$ cat src/hw/rtl/sgis_pkg.sv
// ----------------------------------------------------------------------------
// sgis_pkg
// Types, constants and control encodings of the sorted grid interval search.
// ----------------------------------------------------------------------------
`default_nettype none

package sgis_pkg;

    localparam int GRID_DEPTH = 64;
    localparam int ADDR_W     = $clog2(GRID_DEPTH);
    localparam int SIZE_W     = 7;
    localparam int DATA_W     = 32;
    localparam int FRAC_W     = 16;
    localparam int WGT_W      = 17;
    localparam int POS_W      = 8;
    localparam int DIV_CNT_W  = $clog2(FRAC_W);

    localparam logic [WGT_W-1:0] WEIGHT_ONE = WGT_W'(1) << FRAC_W;

    localparam logic [1:0] REQ_WRITE  = 2'd0;
    localparam logic [1:0] REQ_INTERP = 2'd1;
    localparam logic [1:0] REQ_BIN    = 2'd2;

    localparam logic CFG_IDX_GRID_SIZE = 1'b0;

    typedef struct packed {
        logic [1:0]               req_type;
        logic [ADDR_W-1:0]        entry_index;
        logic signed [DATA_W-1:0] data_word;
    } req_t;

    typedef struct packed {
        logic                    status;
        logic signed [POS_W-1:0] position;
        logic [WGT_W-1:0]        weight_upper;
        logic [WGT_W-1:0]        weight_lower;
    } rsp_t;

    typedef enum logic [3:0] {
        S_IDLE,
        S_FIRST,
        S_CHK_FIRST,
        S_CHK_LAST,
        S_SRCH,
        S_SRCH_CMP,
        S_RD_CUR,
        S_CHK_CUR,
        S_GET_PREV,
        S_DIV_CHK,
        S_DIV,
        S_DIV_DONE
    } state_t;

    typedef enum logic [2:0] {
        RD_FIRST,
        RD_LAST,
        RD_MID,
        RD_CUR,
        RD_PREV
    } rd_sel_t;

    typedef enum logic [2:0] {
        RES_TOO_FEW,
        RES_BELOW,
        RES_ABOVE,
        RES_BIN,
        RES_EXACT,
        RES_ZERO,
        RES_ONE,
        RES_DIV
    } res_sel_t;

    typedef struct packed {
        logic     load;
        logic     mem_wr;
        logic     rd_en;
        rd_sel_t  rd_sel;
        logic     srch_init;
        logic     mid_load;
        logic     srch_step;
        logic     set_i;
        logic     load_x1;
        logic     load_x0;
        logic     div_step;
        logic     res_load;
        res_sel_t res_sel;
    } dp_cmd_t;

    typedef struct packed {
        logic too_few;
        logic is_bin;
        logic x_le_rd;
        logic x_ge_rd;
        logic x_eq_rd;
        logic cnt_zero;
        logic num_le0;
        logic sat_one;
        logic div_last;
    } dp_stat_t;

endpackage

`default_nettype wire

$ cat src/hw/rtl/sorted_grid_interval_search_unit.sv
// ----------------------------------------------------------------------------
// sorted_grid_interval_search_unit
// Position lookup of a Q16.16 value within a sorted grid of up to 64 points.
// ----------------------------------------------------------------------------
// A request is taken when start is high and busy is low. A grid write raises no
// busy time. A query walks the grid through a single registered memory read
// port: two range checks, a binary search over the active points, and for an
// interpolation inside the grid two more reads and a bit-serial divider that
// yields one weight bit a cycle. Each result is shown for one cycle under done
// and the receiver must take it then; busy is already low in that cycle.
// ----------------------------------------------------------------------------
`default_nettype none

module sorted_grid_interval_search_unit
    import sgis_pkg::*;
(
    input  logic        clk,
    input  logic        rst_n,
    input  logic        start,
    output logic        busy,
    input  req_t        req_data,
    output logic        done,
    output rsp_t        rsp_data,
    input  logic        psel,
    input  logic        penable,
    input  logic        pwrite,
    input  logic [2:0]  paddr,
    input  logic [31:0] pwdata,
    output logic [31:0] prdata,
    output logic        pready
);

    logic [SIZE_W-1:0] grid_size_reg;
    logic              cfg_wr;
    dp_cmd_t           cmd;
    dp_stat_t          stat;

    assign pready = 1'b1;
    assign cfg_wr = psel && penable && pwrite && (paddr[2] == CFG_IDX_GRID_SIZE);
    assign prdata = (paddr[2] == CFG_IDX_GRID_SIZE) ? 32'(grid_size_reg) : '0;

    always_ff @(posedge clk or negedge rst_n)
    begin
        if (!rst_n)
        begin
            grid_size_reg <= SIZE_W'(2);
        end
        else if (cfg_wr)
        begin
            grid_size_reg <= pwdata[SIZE_W-1:0];
        end
    end

    sgis_ctrl u_ctrl (
        .clk      (clk),
        .rst_n    (rst_n),
        .start    (start),
        .req_type (req_data.req_type),
        .stat     (stat),
        .busy     (busy),
        .cmd      (cmd)
    );

    sgis_datapath u_dp (
        .clk       (clk),
        .rst_n     (rst_n),
        .cmd       (cmd),
        .req_data  (req_data),
        .grid_size (grid_size_reg),
        .stat      (stat),
        .done      (done),
        .rsp_data  (rsp_data)
    );

endmodule

`default_nettype wire

$ cat src/hw/rtl/sgis_datapath.sv
// ----------------------------------------------------------------------------
// sgis_datapath
// Grid memory, binary search registers, serial divider and result register.
// ----------------------------------------------------------------------------
`default_nettype none

module sgis_datapath
    import sgis_pkg::*;
(
    input  logic              clk,
    input  logic              rst_n,
    input  dp_cmd_t           cmd,
    input  req_t              req_data,
    input  logic [SIZE_W-1:0] grid_size,
    output dp_stat_t          stat,
    output logic              done,
    output rsp_t              rsp_data
);

    logic signed [DATA_W-1:0] mem_reg [GRID_DEPTH];
    logic signed [DATA_W-1:0] rdata_reg;
    logic signed [DATA_W-1:0] x_reg;
    logic signed [DATA_W-1:0] x1_reg;
    logic                     bin_reg;
    logic [SIZE_W-1:0]        n_reg;
    logic [SIZE_W-1:0]        lo_reg;
    logic [SIZE_W-1:0]        lo_next;
    logic [SIZE_W-1:0]        cnt_reg;
    logic [SIZE_W-1:0]        cnt_next;
    logic [SIZE_W-1:0]        mid_reg;
    logic [ADDR_W-1:0]        i_reg;
    logic [ADDR_W-1:0]        i_next;
    logic signed [DATA_W:0]   num_reg;
    logic signed [DATA_W:0]   num_next;
    logic signed [DATA_W:0]   den_reg;
    logic signed [DATA_W:0]   den_next;
    logic [DATA_W:0]          rem_reg;
    logic [DATA_W:0]          rem_next;
    logic [FRAC_W-1:0]        q_reg;
    logic [FRAC_W-1:0]        q_next;
    logic [DIV_CNT_W-1:0]     div_cnt_reg;
    logic                     done_reg;
    rsp_t                     rsp_reg;
    rsp_t                     rsp_next;

    logic [SIZE_W-1:0]        n_clamp;
    logic [SIZE_W-1:0]        half;
    logic [SIZE_W-1:0]        mid_calc;
    logic [SIZE_W-1:0]        n_last;
    logic [ADDR_W-1:0]        rd_addr;
    logic [DATA_W+1:0]        trial;
    logic [DATA_W+1:0]        den_wide;
    logic [POS_W-1:0]         pos_n;
    logic [POS_W-1:0]         pos_i;

    assign n_clamp  = (grid_size > SIZE_W'(GRID_DEPTH)) ? SIZE_W'(GRID_DEPTH) : grid_size;
    assign half     = cnt_reg >> 1;
    assign mid_calc = lo_reg + half;
    assign n_last   = n_reg - SIZE_W'(1);
    assign pos_n    = POS_W'(n_reg);
    assign pos_i    = POS_W'(i_reg);

    always_comb
    begin
        case (cmd.rd_sel)
            RD_FIRST: rd_addr = '0;
            RD_LAST:  rd_addr = n_last[ADDR_W-1:0];
            RD_MID:   rd_addr = mid_calc[ADDR_W-1:0];
            RD_CUR:   rd_addr = i_reg;
            RD_PREV:  rd_addr = i_reg - ADDR_W'(1);
            default:  rd_addr = '0;
        endcase
    end

    always_ff @(posedge clk)
    begin
        if (cmd.mem_wr)
        begin
            mem_reg[req_data.entry_index] <= req_data.data_word;
        end
        if (cmd.rd_en)
        begin
            rdata_reg <= mem_reg[rd_addr];
        end
    end

    always_comb
    begin
        if (cmd.srch_init)
        begin
            lo_next  = '0;
            cnt_next = n_reg;
        end
        else if (cmd.srch_step && (rdata_reg < x_reg))
        begin
            lo_next  = mid_reg + SIZE_W'(1);
            cnt_next = cnt_reg - half - SIZE_W'(1);
        end
        else if (cmd.srch_step)
        begin
            lo_next  = lo_reg;
            cnt_next = half;
        end
        else
        begin
            lo_next  = lo_reg;
            cnt_next = cnt_reg;
        end
    end

    always_comb
    begin
        if (lo_reg < SIZE_W'(1))
        begin
            i_next = ADDR_W'(1);
        end
        else if (lo_reg > n_last)
        begin
            i_next = n_last[ADDR_W-1:0];
        end
        else
        begin
            i_next = lo_reg[ADDR_W-1:0];
        end
    end

    assign num_next = {x_reg[DATA_W-1], x_reg} - {rdata_reg[DATA_W-1], rdata_reg};
    assign den_next = {x1_reg[DATA_W-1], x1_reg} - {rdata_reg[DATA_W-1], rdata_reg};

    assign trial    = {rem_reg, 1'b0};
    assign den_wide = {1'b0, den_reg};

    always_comb
    begin
        if (cmd.load_x0)
        begin
            rem_next = num_next;
            q_next   = '0;
        end
        else if (cmd.div_step && (trial >= den_wide))
        begin
            rem_next = (DATA_W+1)'(trial - den_wide);
            q_next   = {q_reg[FRAC_W-2:0], 1'b1};
        end
        else if (cmd.div_step)
        begin
            rem_next = trial[DATA_W:0];
            q_next   = {q_reg[FRAC_W-2:0], 1'b0};
        end
        else
        begin
            rem_next = rem_reg;
            q_next   = q_reg;
        end
    end

    always_ff @(posedge clk)
    begin
        if (cmd.load)
        begin
            x_reg   <= req_data.data_word;
            bin_reg <= (req_data.req_type == REQ_BIN);
            n_reg   <= n_clamp;
        end
        if (cmd.mid_load)
        begin
            mid_reg <= mid_calc;
        end
        if (cmd.set_i)
        begin
            i_reg <= i_next;
        end
        if (cmd.load_x1)
        begin
            x1_reg <= rdata_reg;
        end
        if (cmd.load_x0)
        begin
            num_reg <= num_next;
            den_reg <= den_next;
        end
        lo_reg  <= lo_next;
        cnt_reg <= cnt_next;
        rem_reg <= rem_next;
        q_reg   <= q_next;
        if (cmd.res_load)
        begin
            rsp_reg <= rsp_next;
        end
    end

    always_ff @(posedge clk or negedge rst_n)
    begin
        if (!rst_n)
        begin
            div_cnt_reg <= '0;
            done_reg    <= 1'b0;
        end
        else
        begin
            if (cmd.load_x0)
            begin
                div_cnt_reg <= '0;
            end
            else if (cmd.div_step)
            begin
                div_cnt_reg <= div_cnt_reg + DIV_CNT_W'(1);
            end
            done_reg <= cmd.res_load;
        end
    end

    always_comb
    begin
        rsp_next = '0;
        case (cmd.res_sel)
            RES_TOO_FEW:
            begin
                rsp_next.status = 1'b1;
            end
            RES_BELOW:
            begin
                if (bin_reg)
                begin
                    rsp_next.position = '1;
                end
                else
                begin
                    rsp_next.weight_lower = WEIGHT_ONE;
                end
            end
            RES_ABOVE:
            begin
                if (bin_reg)
                begin
                    rsp_next.position = pos_n;
                end
                else
                begin
                    rsp_next.position     = pos_n - POS_W'(2);
                    rsp_next.weight_upper = WEIGHT_ONE;
                end
            end
            RES_BIN:
            begin
                rsp_next.position = POS_W'(lo_reg) - POS_W'(1);
            end
            RES_EXACT:
            begin
                rsp_next.position     = pos_i;
                rsp_next.weight_lower = WEIGHT_ONE;
            end
            RES_ZERO:
            begin
                rsp_next.position     = pos_i - POS_W'(1);
                rsp_next.weight_lower = WEIGHT_ONE;
            end
            RES_ONE:
            begin
                rsp_next.position     = pos_i - POS_W'(1);
                rsp_next.weight_upper = WEIGHT_ONE;
            end
            RES_DIV:
            begin
                rsp_next.position     = pos_i - POS_W'(1);
                rsp_next.weight_upper = WGT_W'(q_reg);
                rsp_next.weight_lower = WEIGHT_ONE - WGT_W'(q_reg);
            end
            default:
            begin
                rsp_next = '0;
            end
        endcase
    end

    always_comb
    begin
        stat.too_few  = (n_reg < SIZE_W'(2));
        stat.is_bin   = bin_reg;
        stat.x_le_rd  = (x_reg <= rdata_reg);
        stat.x_ge_rd  = (x_reg >= rdata_reg);
        stat.x_eq_rd  = (x_reg == rdata_reg);
        stat.cnt_zero = (cnt_reg == '0);
        stat.num_le0  = (num_reg <= 0);
        stat.sat_one  = (den_reg <= 0) || (num_reg >= den_reg);
        stat.div_last = (div_cnt_reg == DIV_CNT_W'(FRAC_W - 1));
    end

    assign done     = done_reg;
    assign rsp_data = rsp_reg;

endmodule

`default_nettype wire

$ cat src/hw/rtl/sgis_ctrl.sv
// ----------------------------------------------------------------------------
// sgis_ctrl
// Sequencer for range checks, binary search, interval fetch and division.
// ----------------------------------------------------------------------------
`default_nettype none

module sgis_ctrl
    import sgis_pkg::*;
(
    input  logic       clk,
    input  logic       rst_n,
    input  logic       start,
    input  logic [1:0] req_type,
    input  dp_stat_t   stat,
    output logic       busy,
    output dp_cmd_t    cmd
);

    state_t state_reg;
    state_t state_next;
    logic   is_query;

    assign is_query = req_type inside {REQ_INTERP, REQ_BIN};

    always_ff @(posedge clk or negedge rst_n)
    begin
        if (!rst_n)
        begin
            state_reg <= S_IDLE;
        end
        else
        begin
            state_reg <= state_next;
        end
    end

    always_comb
    begin
        state_next = state_reg;
        case (state_reg)
            S_IDLE:
            begin
                if (start && is_query)
                begin
                    state_next = S_FIRST;
                end
            end
            S_FIRST:
            begin
                state_next = stat.too_few ? S_IDLE : S_CHK_FIRST;
            end
            S_CHK_FIRST:
            begin
                state_next = stat.x_le_rd ? S_IDLE : S_CHK_LAST;
            end
            S_CHK_LAST:
            begin
                state_next = stat.x_ge_rd ? S_IDLE : S_SRCH;
            end
            S_SRCH:
            begin
                if (!stat.cnt_zero)
                begin
                    state_next = S_SRCH_CMP;
                end
                else if (stat.is_bin)
                begin
                    state_next = S_IDLE;
                end
                else
                begin
                    state_next = S_RD_CUR;
                end
            end
            S_SRCH_CMP:
            begin
                state_next = S_SRCH;
            end
            S_RD_CUR:
            begin
                state_next = S_CHK_CUR;
            end
            S_CHK_CUR:
            begin
                state_next = stat.x_eq_rd ? S_IDLE : S_GET_PREV;
            end
            S_GET_PREV:
            begin
                state_next = S_DIV_CHK;
            end
            S_DIV_CHK:
            begin
                state_next = (stat.num_le0 || stat.sat_one) ? S_IDLE : S_DIV;
            end
            S_DIV:
            begin
                if (stat.div_last)
                begin
                    state_next = S_DIV_DONE;
                end
            end
            S_DIV_DONE:
            begin
                state_next = S_IDLE;
            end
            default:
            begin
                state_next = S_IDLE;
            end
        endcase
    end

    always_comb
    begin
        cmd  = '0;
        busy = (state_reg != S_IDLE);
        case (state_reg)
            S_IDLE:
            begin
                cmd.mem_wr = start && (req_type == REQ_WRITE);
                cmd.load   = start && is_query;
            end
            S_FIRST:
            begin
                cmd.rd_en   = 1'b1;
                cmd.rd_sel  = RD_FIRST;
                cmd.res_sel = RES_TOO_FEW;
                cmd.res_load = stat.too_few;
            end
            S_CHK_FIRST:
            begin
                cmd.rd_en    = 1'b1;
                cmd.rd_sel   = RD_LAST;
                cmd.res_sel  = RES_BELOW;
                cmd.res_load = stat.x_le_rd;
            end
            S_CHK_LAST:
            begin
                cmd.res_sel   = RES_ABOVE;
                cmd.res_load  = stat.x_ge_rd;
                cmd.srch_init = !stat.x_ge_rd;
            end
            S_SRCH:
            begin
                cmd.rd_en    = !stat.cnt_zero;
                cmd.rd_sel   = RD_MID;
                cmd.mid_load = !stat.cnt_zero;
                cmd.res_sel  = RES_BIN;
                cmd.res_load = stat.cnt_zero && stat.is_bin;
                cmd.set_i    = stat.cnt_zero && !stat.is_bin;
            end
            S_SRCH_CMP:
            begin
                cmd.srch_step = 1'b1;
            end
            S_RD_CUR:
            begin
                cmd.rd_en  = 1'b1;
                cmd.rd_sel = RD_CUR;
            end
            S_CHK_CUR:
            begin
                cmd.rd_en    = 1'b1;
                cmd.rd_sel   = RD_PREV;
                cmd.load_x1  = 1'b1;
                cmd.res_sel  = RES_EXACT;
                cmd.res_load = stat.x_eq_rd;
            end
            S_GET_PREV:
            begin
                cmd.load_x0 = 1'b1;
            end
            S_DIV_CHK:
            begin
                cmd.res_sel  = stat.num_le0 ? RES_ZERO : RES_ONE;
                cmd.res_load = stat.num_le0 || stat.sat_one;
            end
            S_DIV:
            begin
                cmd.div_step = 1'b1;
            end
            S_DIV_DONE:
            begin
                cmd.res_sel  = RES_DIV;
                cmd.res_load = 1'b1;
            end
            default:
            begin
                cmd = '0;
            end
        endcase
    end

endmodule

`default_nettype wire

$ cat config.mk
export PLATFORM = sky130hd
export DESIGN_NAME = sorted_grid_interval_search_unit
export DESIGN_NICKNAME = d
export VERILOG_FILES = /design/src/hw/rtl/sgis_pkg.sv /design/src/hw/rtl/sorted_grid_interval_search_unit.sv /design/src/hw/rtl/sgis_datapath.sv /design/src/hw/rtl/sgis_ctrl.sv
export SDC_FILE = /design/constraint.sdc
export NUM_CORES = 2
export LEC_CHECK = 0
export BUFFER_PORTS_ARGS = -buffer_cell sky130_fd_sc_hd__buf_4
export CORE_MARGIN = 2
export CORE_UTILIZATION = 35
export CTS_CLUSTER_DIAMETER = 80
export DETAILED_ROUTE_END_ITERATION = 10
export GPL_TIMING_DRIVEN = 0
export SLEW_MARGIN = 0
export SYNTH_ARGS = -nofsm -noshare
export SYNTH_HDL_FRONTEND = slang
export SYNTH_SLANG_ARGS = --single-unit
$ cat constraint.sdc
create_clock -name clk -period 3.9 [get_ports clk]
set_input_delay 0.195 -clock clk [delete_from_list [all_inputs] [get_ports clk]]
set_output_delay 0.195 -clock clk [all_outputs]
set_load 0.03 [all_outputs]
* Word-level counts from Yosys, hierarchy flattened *
Memory sizes are Yosys's and may differ from the RTL's. A register that Yosys moved wholly into a read port is not among the register bits.
Cells that the tools add are included.

word-level totals
  flip-flop bits (word level) = 273
  memory bits (writable) = 2048
  input bits = 81
  output and inout bits = 78
  word-level logic and storage cells = 145
  memories kept = 1

cells by class
  add/subtract/negate cells = 14
  order comparisons = 11
  equality and inequality tests = 28
  muxes and demuxes = 43
  bitwise logic cells = 1
  reduce and logical (&&, ||, !) cells = 27

memory list
  memory        words  width  read ports  clocked after memory_dff  wr ports  line                 RTL
  u_dp.mem_reg  64     32     1           1                         1         sgis_datapath.sv:20  logic signed [DATA_W-1:0] mem_reg [GRID_DEPTH];

operators by type and width
  cell                                                              number
  case mux 17 bit (3 select lines)                                  2
  2-to-1 mux 33 bit                                                 3
  less-or-equal comparator 33 x 1 -> 1 bit (second input constant)  2
  subtractor 32 x 32 -> 33 bit                                      2
  case mux 4 bit (11 select lines)                                  1
  case mux 8 bit (5 select lines)                                   1
  >= comparator 34 x 33 -> 1 bit                                    1
  >= comparator 33 bit                                              1
  subtractor 33 bit                                                 1
  equality test 32 bit                                              1
  >= comparator 32 bit                                              1
  less-or-equal comparator 32 bit                                   1
  less-than comparator 32 bit                                       1
  2-to-1 mux 16 bit                                                 2
  2-to-1 mux 4 bit                                                  7
  2-to-1 mux 7 bit                                                  4
  case mux 4 bit (7 select lines)                                   1
  case mux 6 bit (4 select lines)                                   1
  equality test 4 bit (second input constant)                       5
  case mux 4 bit (5 select lines)                                   1
  2-to-1 mux 17 bit                                                 1
  subtractor 17 x 16 -> 17 bit (first input constant)               1
  equality test 4 x 3 -> 1 bit (second input constant)              4
  2-to-1 mux 8 bit                                                  2
  40 further kinds                                                  77

* Longest topological paths before layout *
  depth after elaboration = 7
  depth in mapped cells = 15

* Hierarchy *
Synthesis repeated with hierarchy kept, for this count alone.

unflattened totals
  cell total of the unflattened synthesis = 8000
  area, all modules = 100335.0 um^2

modules (own cells, without submodules)
  module                            times used  cells an instance  area an instance (um^2)  sequential area each (um^2)
  sgis_datapath                     1           7877               99238.9                  70042.2
  sgis_ctrl                         1           73                 553.0                    100.1
  sorted_grid_interval_search_unit  1           50                 543.0                    176.4

* Worst setup path after synthesis *
OpenSTA, ideal clock, no wires.

  path type = register to register
  start point = register u_dp.den_reg[6]
  end point = register u_dp.rsp_reg (netlist bit u_dp.rsp_data[0]) (enable)
  setup time = 453 ps
  data arrival time = 3255 ps
  data required time = 3447 ps
  setup slack = 192 ps
  cell stages (with the launch flop) = 13
  path buffers = 0
  clock period less this slack = 3708 ps
  cell sequence = edfxtp_1 inv_1 ha_1 a21o_1 a21o_1 a21oi_1 a21oi_1 o21bai_1 a21oi_1 o311a_1 o31a_1 or4_1 a221o_1

RTL lines
  what                    line                  RTL
  start, declared         sgis_datapath.sv:35   logic signed [DATA_W:0] den_reg;
  start signal, assigned  sgis_datapath.sv:180  den_reg <= den_next;
  end signal, assigned    sgis_datapath.sv:188  rsp_reg <= rsp_next;
  end, declared           sgis_datapath.sv:43   rsp_t rsp_reg;

* Worst setup path in the final report *
  start point = register u_dp.cnt_reg[1]
  end point = register u_dp.rdata_reg[5], read port of u_dp.mem_reg (data pin)

on the way
  elaborated cells between the ends (all ways) = 5
  classes of those cells = 1 x add/sub; 2 x mux; 2 x reduce/logical

RTL lines
  what                             line                  RTL
  start, declared                  sgis_datapath.sv:28   logic [SIZE_W-1:0] cnt_reg;
  start signal, assigned           sgis_datapath.sv:183  cnt_reg <= cnt_next;
  adder 7 x 6 -> 7 bit             sgis_datapath.sv:58   assign mid_calc = lo_reg + half;
  named net u_dp.mid_calc[2]       sgis_datapath.sv:48   logic [SIZE_W-1:0] mid_calc;
  case mux 6 bit (4 select lines)  sgis_datapath.sv:65   case (cmd.rd_sel)
  end, declared                    sgis_datapath.sv:21   logic signed [DATA_W-1:0] rdata_reg;

The timed path passes the listed nets, and every way through them passes these cells.
A chain may end at the register's enable or synchronous reset.

==> run metrics <==
leak pwr ~42 nW; status finished, violations left; PD cells roughly 770 nW/um^2; Final Cycle Share 105%; drt via density roughly 5.5; hold crit path type in -> reg; share of the synthesized area in the top cell type 69.4%; CTS root buffer clkbuf_16; gr ovfl total 0; routed len/inst 25.7 um; max frequency about 240 MHz; share of cells above drive strength 1 between 10% and 20%; post-DP HPWL around 220 mm; WHS Path Cells 1; cell repeated most along the worst path buf_12; Mapped Cells about 8100; Startpoint Class flip-flop; final hold viol count 0; Setup WS post-layout -0.183 ns; Switch Pwr 0.0386 W; Die Ht about 540 um; Multi-input gate area 31300 sq um; Max-Cap Viols 0; TritonCTS clock tree done; max incr delay on CP between 0.5 and 0.6 ns; pin count of the biggest net entering global routing 66; Seq/Total Area, Yosys between 70% and 80%; IO buf count 100; Area Growth Syn to Fin 20.8%; Netlist Area Pre-Place between 100000 and 150000 sq um; H-tree depth 4; setup tns final -0.637 ns; Worst-Skew Late Latency between 0.9 and 1 ns; syn avg cell area roughly 12 sq um; post-synth top area cell edfxtp_1; unrepaired setup endpoints after global routing yes; Post-synth top cells edfxtp_1 (2313), nand2_1 (2201), nand3_1 (1004), a311oi_1 (354), clkbuf_1 (285); boundary pin count approximately 160; failing checks negative setup slack; Gate power share between 40% and 50%; CTS Buf Count roughly 240; internal power between 0.05 and 0.06 W; first-pass GRT wire length between 400 and 500 mm; Finished Core Util a little over two fifths; post-synth cell types 85; fin nets 8832; crit path DAT 4.61 ns; antenna violations before repair 20; Std-Cell Rows 196; Critical Path RT ~4.4 ns; worst slew pin tran approximately 1.2 ns; via count 68900; number of global-route vias before repair roughly 66000; Fin Hold WS slightly below 0.03 ns; Slew Limit Headroom approximately 22%; post-layout min period roughly 4.1 ns; ys async rst share 0.680%; DRC viols 0; Setup crit end kind flip-flop; CORE AREA 285000 sq um; pins over their slew limit 0; Antenna Nets Post-Route 0; total power between 0.09 and 0.1 W; final WL 322 mm; Initial Util 35.1%; R2R depth 17; number of synthesized flops with an enable pin about 2300; sequential share of power between 30% and 40%; max reg flops around 2000; critical-path cell list ha_2, inv_2, fa_2, xnor2_2, a2bb2oi_4, nand2_4, buf_12, buf_12, buf_6, buf_12, buf_8, nand2_1, nand3_1, a311oi_4, a311oi_4, nor3_4, a21oi_1; ys flop type edfxtp_1; CTS max path bufs 4; synth top area cells edfxtp_1 (69%), nand2_1 (8.3%), nand3_1 (5.0%); # fillers ~26000; final clock skew 0.126 ns; drt initial violations approximately 9000; Crit-path slowest cell a311oi_4; Die Width between 500 and 600 um; count leader, synth edfxtp_1; Sw Ratio approximately two fifths; routability congestion estimate between 1 and 1.5; clock sinks 2352; Clock power frac roughly a quarter; # setup viols final 11; peak supply drop 468 uV; Clk pin slew, worst setup/hold paths roughly 0.060 ns; TritonRoute pass-1 iters 7; CP max FO 6; gr usage total a little over a fifth; die footprint about 290000 sq um; FF+latch area 70300 sq um; FF+latch count, synth 2352; critical path type reg -> reg; Ys Warns 0
[cells by family (layout without fill, tap and decap cells)]
family / count (synthesis) / after routing / synth area share, %
other: 2 / 37 / 0.00751
DFF: 2352 / 2352 / 70.3
and+or+nand+nor: 3799 / 3799 / 16.5
muxes: 41 / 41 / 0.424
xor gates and xnor gates: 130 / 130 / 1.14
adders and majority gates: 168 / 168 / 2.14
AOI/OAI and AO/OA: 917 / 917 / 6.71
buffers and inverters: 656 / 1334 / 2.79
[cell usage in the layout (no fill, tap or decap), types with 21 or more instances in the layout]
cell,n
nor3_1,36
nand4_1,24
and3_1,173
a21oi_4,26
a21o_1,44
a21oi_2,32
nor2b_1,41
a21oi_1,128
a211oi_1,22
nor2_4,64
buf_6,33
clkbuf_4,78
a311oi_4,81
dfxtp_1,21
clkinv_2,38
a31oi_1,30
clkinv_1,54
buf_4,199
buf_12,81
inv_1,123
nor4_1,24
a311oi_2,170
ha_1,162
nor2_1,130
nand2_1,2193
o21ai_0,86
xor2_1,45
a311oi_1,103
edfxtp_1,2313
mux2i_1,30
dlygate4sd3_1,52
nand3_1,995
buf_2,90
clkbuf_2,141
bufinv_16,24
clkbuf_16,239
xnor2_1,80
clkbuf_1,122
a31oi_4,27
conb_1,26
[worst paths after layout]
path | from | endpoint | slack, ns
worst max-delay path | u_dp.cnt_reg[1]$_DFFE_PP_ | u_dp.rdata_reg[5]$_DFFE_PP_ | -0.18
worst min-delay path | req_data[9] | u_dp.mem_reg[33][9]$_DFFE_PP_ | 0.03
worst max register to register | u_dp.cnt_reg[1]$_DFFE_PP_ | u_dp.rdata_reg[5]$_DFFE_PP_ | -0.18
worst min register to register | u_dp.rdata_reg[3]$_DFFE_PP_ | u_dp.x1_reg[3]$_DFFE_PP_ | 0.39
max in group asynchronous | rst_n | u_ctrl.state_reg[0]$_DFFE_PN0P_ | 2.01
min in group asynchronous | rst_n | grid_size_reg[1]$_DFFE_PN1P_ | 0.48
[power groups by stage]
stage | Combinational, W | Clock, W | Sequential (W)
2_1_floorplan | 0.0183 | 0 | 0.0303
3_3_place_gp | 0.0322 | 0 | 0.0302
3_5_place_dp | 0.0328 | 0 | 0.0302
4_1_cts | 0.0388 | 0.0226 | 0.0296
5_1_grt | 0.0427 | 0.0237 | 0.0297
6_report | 0.0407 | 0.0225 | 0.0296
[timing repair]
| action | in CTS | in global routing |
|---|---|---|
| endpoints found under the setup margin | 1818 | 483 |
| cloned | 3 | 0 |
| gates resized for setup | 873 | 307 |
| hold buffers | 52 | 0 |
| pin swaps | 87 | 60 |
| endpoints found under the hold margin | 1371 | 0 |
| buffers inserted | 23 | 10 |
[area by class of cell]
cell class	instances	share of cell area (%)
Buffer	527	2.82
Multi-Input combinational cell	5081	25.9
Clock buffer	285	5.09
Inverter	127	0.394
Sequential cell	2352	58.2
Tap cell	3762	3.89
Clock inverter	138	1.13
Antenna cell	11	0.0228
Timing Repair Buffer	257	2.55
[metal layers]
layer	global-route usage, %	vias to the layer above	wire (um)
met3	2.91	547	27600
met4	9.16	14	14100
met2	34.6	3341	149000
met5	0	-	107
li1	-	30800	-
met1	29.1	34300	131000
[critical path: cells and delay by family, from the launching register on]
kind                       cells  cell delay (ns)
xor gates and xnor gates       1             0.18
AOI/OAI and AO/OA              4             1.07
DFF                            1             0.37
and+or+nand+nor                4             0.75
adders and majority gates      2             0.58
buffers and inverters          6             0.76
[metrics by stage]
stage | cells | cell area [sq um] | setup slack [ns]
floorplan | 8089 | 100000 | 0.192
global placement | 12000 | 106000 | -2.81
detailed placement | 12000 | 107000 | -2.63
CTS | 12500 | 120000 | -0.266
global route | 12500 | 121000 | -0.118
finish | 12500 | 121000 | -0.183
Power figures use the tool's default switching activity.
